**config.mk**
```make
export PLATFORM = sky130hd
export DESIGN_NAME = sacache_ram
export DESIGN_NICKNAME = d
export VERILOG_FILES = /design/src/rtl/sacache_ram.sv
export SDC_FILE = /design/constraint.sdc
export NUM_CORES = 1
export LEC_CHECK = 0
export BUFFER_PORTS_ARGS = -buffer_cell sky130_fd_sc_hd__buf_2
export CORE_MARGIN = 2
export CORE_UTILIZATION = 44
export DETAILED_ROUTE_END_ITERATION = 8
export SYNTH_ARGS = -nofsm -noshare
export SYNTH_HDL_FRONTEND = slang
export SYNTH_SLANG_ARGS = --single-unit
```
**constraint.sdc**
```tcl
create_clock -name clock -period 5.23 [get_ports clock]
set_input_delay 0.523 -clock clock [delete_from_list [all_inputs] [get_ports clock]]
set_output_delay 0.523 -clock clock [all_outputs]
set_load 0.01 [all_outputs]
```
**src/rtl/sacache_ram.sv**
```systemverilog
`default_nettype none

// simple dual-port RAM, registered read
module sacache_ram #(
   parameter int WIDTH = 8,
   parameter int DEPTH = 64,
   localparam int ADDR_W = (DEPTH > 1) ? $clog2(DEPTH) : 1
) (
   input  wire logic                     clock,
   input  wire logic                     wr_en,
   input  wire logic [ADDR_W-1:0]        wr_addr,
   input  wire logic [WIDTH-1:0]         wr_data,
   input  wire logic                     rd_en,
   input  wire logic [ADDR_W-1:0]        rd_addr,
   output logic      [WIDTH-1:0]         rd_data
);

   logic [WIDTH-1:0] mem_ff [DEPTH];
   logic [WIDTH-1:0] rd_data_ff;

   always_ff @(posedge clock) begin
      if (wr_en) begin
         mem_ff[wr_addr] <= wr_data;
      end
      if (rd_en) begin
         rd_data_ff <= mem_ff[rd_addr];
      end
   end

   assign rd_data = rd_data_ff;

endmodule

`default_nettype wire

```
Word level (Yosys, flattened, before mapping)
Memory sizes are Yosys's and may differ from the RTL's. A register that Yosys moved wholly into a read port is not among the register bits.
Cells that the tools add are included.
W data, S select, Z words.
{"block": "op_classes", "add_sub_neg": 0, "mul": 0, "div": 0, "magnitude_cmp": 0, "n_eq_ne": 0, "shifts": 0, "mux": 2, "bitwise": 0, "n_reduce_logical": 0}
{"operator": "$mux W1", "count": 2}
{"block": "totals", "reg_bits": 0, "latch_bits": 0, "ram_bits": 512, "romBits": 0, "inputBits": 23, "out_inout_bits": 8, "wordCells": 3, "mem_count": 1}
{"memory": "mem_ff", "words": 64, "word_bits": 8, "read_ports": 1, "rd_clocked_by_memory_dff": 1, "wr": 1, "line": "18", "rtl": "logic [WIDTH-1:0] mem_ff [DEPTH];"}

Logic depth before layout (Yosys ltp)
{"block": "logic_depth", "ltp_word": 2, "ltp_mapped": 9, "ltp_nobuf": 5}

Least setup slack after synthesis
OpenSTA, ideal clock, no wires.
{"block": "synth_path", "path_type": "in2reg", "start": "in rd_addr[1]", "end": "reg rd_data_ff[3], in the netlist rd_data[3], read port of mem_ff, data pin", "setup_time_ns": 0.266, "arrival_time_ns": 2.063, "required_time_ns": 4.964, "slack_ns": 2.901, "path_stages": 7, "cell_sequence": "buf_4 buf_2 buf_2 mux4_2 mux4_2 o21ai_1 o41ai_1"}
{"element": "start, declared", "line": "14", "rtl": "input wire logic [ADDR_W-1:0] rd_addr,"}
{"element": "end, declared", "line": "19", "rtl": "logic [WIDTH-1:0] rd_data_ff;"}

==> impl_metrics.yaml <==
power_and_ir_drop:
  p_sw_mw: 1.788
  comb_power_share: 0.047
  pwr-share-seq: 0.528
  switching_share: 0.2037
  clockPowerShare: 0.425
  power.density_nw_per_um2: 386.2
  p_leak_nw: 7.021
  ir_drop_mv: 0.2154
  p_int_mw: 6.990
finish:
  design_area_um2: 22730
  nets: 1016
  drive_gt1_frac: 0.2546
  area_delta_synth_final_pct: 12.25
critical_path:
  crit_required_ns: 5.52
  path_common_cell: "a221oi_1"
  crit_family: "buffers and inverters"
  crit_type: "input port to flip-flop"
  cpMaxStageDelayCell: "a221oi_1"
  crit_fanout: 48
  path_cells: "clkbuf_8 -> buf_12 -> buf_4 -> mux2i_1 -> a221oi_1 -> a221oi_1 -> o2bb2ai_1"
  cpPeakStageDelay_ns: 0.78
  worst-endpoint-arrival_ns: 3.12
  start_kind: "input port"
  startpoint: "rd_addr[0]"
  end_kind: "flip-flop"
  path_buf_inv: 3
  rr_startpoint: "mem_ff[47][1]$_DFFE_PP_"
floorplan:
  pin_count: 31
  die_w_um: 218.5
  start_util: 0.4462
  rows: 78
  dieArea_um2: 47750
  die_height_um: 218.5
  core_um2: 45380
routing:
  first_pass_iters: 8
  drtIter0Drc: 1166
  met1_length_um: 19170
  dr_total_vias: 9515
  postRouteAntennaNets: 0
  highest_layer: "met5"
  wl_met2_um: 21600
  routed_wl_um: 44740
  drc: 0
  routedWlPerCell_um: 27.38
  met3_length_um: 2974
  viasPerCell: 5.823
timing:
  hold_violations: 0
  clock.fmax_mhz: 353.5
  slew_viol_final: 0
  worstMarginPinSlew_ns: 1.211
  finalWorstSetupSlack_ns: 2.401
  rsz0062_at_grt: "no"
  finalSetupViolations: 0
  fin_crit_sh: 0.5409
  period_needed_ns: 2.829
  worst_slew_margin_rel: 0.1928
  finalClockSkew_ns: 0.02860
  fin_tns_setup_ns: 0
yosys:
  synth_seq_area_share: 0.7712
  syn_nets: 963
  synth_commonest_cells: "520 x edfxtp_1, 126 x mux4_2, 83 x nor2_1, 23 x mux2i_1, 19 x nand2_1"
  ys_top_cells_by_area: "edfxtp_1 77%, mux4_2 14%, nor2_1 1.5%, mux2i_1 1.1%, mux2_2 0.72%"
  avgSynthCellArea_um2: 21.54
  syn_inst: 940
  synth_most_common_cell: "edfxtp_1"
  synth_edf_count: 520
  synth.ff_latch_count: 520
  synth_cell_types: 39
  synth_area_um2: 20250
  async_reset_ff_frac: 0
  yosysTopAreaCellShare: 0.7712
  synth_warnings: 0
  synthFlopType: "edfxtp_1"
  yosys.area.top_type: "edfxtp_1"
placement:
  gp_congestion: 0.7710
  place.detailed.hpwl_um: 26570
  io_buffers: 30
  placed_area_um2: 21020
  pre_cts_ws_ns: 1.660
cts:
  htree_levels: 2
  cts-resized-gates: 0
  clock-root-buffer: "clkbuf_16"
  clkSlewWorstSetupHoldPaths_ns: 0.06
  cts_max_path_buffers: 3
  cts-buffers-inserted: 52
  cts_tree: "yes"
  ctsHoldBuffers: 0
  cts_setup_buffers: 0
  clkSinkCount: 520
  clkLatencyLatePin_ns: 0.59
global_route:
  grt_max_degree: 65
  track_usage: 0.1949
  grt-ovfl-total: 0
  grt_pass1_wl_um: 66740
  grt_pass1_vias: 9871
  antenna_found_initial: 2
hold_path:
  hold_path_class: "input port to flip-flop"
  hp-start: "rd_en"
run:
  cap_violations: 0
outcome:
  status: "completed"
## placed cells by master, fill, tap and decap left out, types with 4 or more instances in the layout
cell type	Yosys	routed
edfxtp_1	520	520
mux4_2	126	126
nor2_1	83	83
clkbuf_16	0	52
buf_2	11	27
mux2i_1	23	23
buf_4	13	20
nand2_1	19	19
nor2b_1	14	14
clkinv_1	0	14
mux2_2	13	13
nand3_1	13	13
o221ai_1	8	8
o22ai_1	8	8
clkbuf_1	17	8
clkinv_2	0	8
bufinv_16	0	8
nand2b_1	7	7
nor3_1	7	7
a221oi_1	6	6
a211oi_1	4	4
## power groups by stage
stage          registers [mW]  clock network [mW]  logic [mW]
2_1_floorplan            4.72                   0       0.246
3_3_place_gp             4.72                   0       0.417
3_5_place_dp             4.72                   0       0.423
4_1_cts                  4.64                3.79       0.423
5_1_grt                  4.64                3.96       0.447
6_report                 4.64                3.73       0.416
## registers in the layout (all words and copies together) (netlist names)
name and cells:
mem_ff 512, rd_data 8
## area by class of cell
| class | count | area [um2] |
|---|---|---|
| clock buffer | 60 | 1331 |
| clock inverter | 34 | 372.9 |
| fill | 3577 | 22650 |
| sequential | 520 | 15620 |
| multi-input combinational | 369 | 4315 |
| antenna | 1 | 2.502 |
| timing repair buffer | 50 | 339.1 |
| tap | 600 | 750.7 |
## path summary, 6_finish.rpt
kind	end	slack, ns	depth (start not counted)
min	rd_data[3]$_DFFE_PP_	0.31	1
min reg2reg	rd_data[2]$_DFFE_PP_	0.93	4
max	rd_data[1]$_DFFE_PP_	2.40	7
max reg2reg	rd_data[1]$_DFFE_PP_	2.90	4
## metrics by stage
step                hold slack [ns]  cells    util  power [mW]
global route                 0.2807   1633  0.5007       9.040
finish                       0.3145   1634  0.5008       8.778
floorplan                    0.6219    940       -       4.965
CTS                          0.2748   1633  0.5007       8.851
detailed placement           0.9084   1539  0.4632       5.147
global placement             0.9089   1539  0.4632       5.140
## cells by family after synthesis
group,after synthesis,synth area share
buffers and inverters,51,0.01563
AO/OA/AOI/OAI,54,0.02064
flip-flops,520,0.7712
AND/OR/NAND/NOR,153,0.03374
multiplexers,162,0.1588
## per-layer routing
| metal | global-route usage | up-vias |
|---|---|---|
| li1 | - | 4046 |
| met1 | 0.2754 | 5053 |
| met2 | 0.3063 | 337 |
| met3 | 0.04259 | 75 |
| met4 | 0.05737 | 4 |
| met5 | 0 | - |
Power figures use the tool's default switching activity.
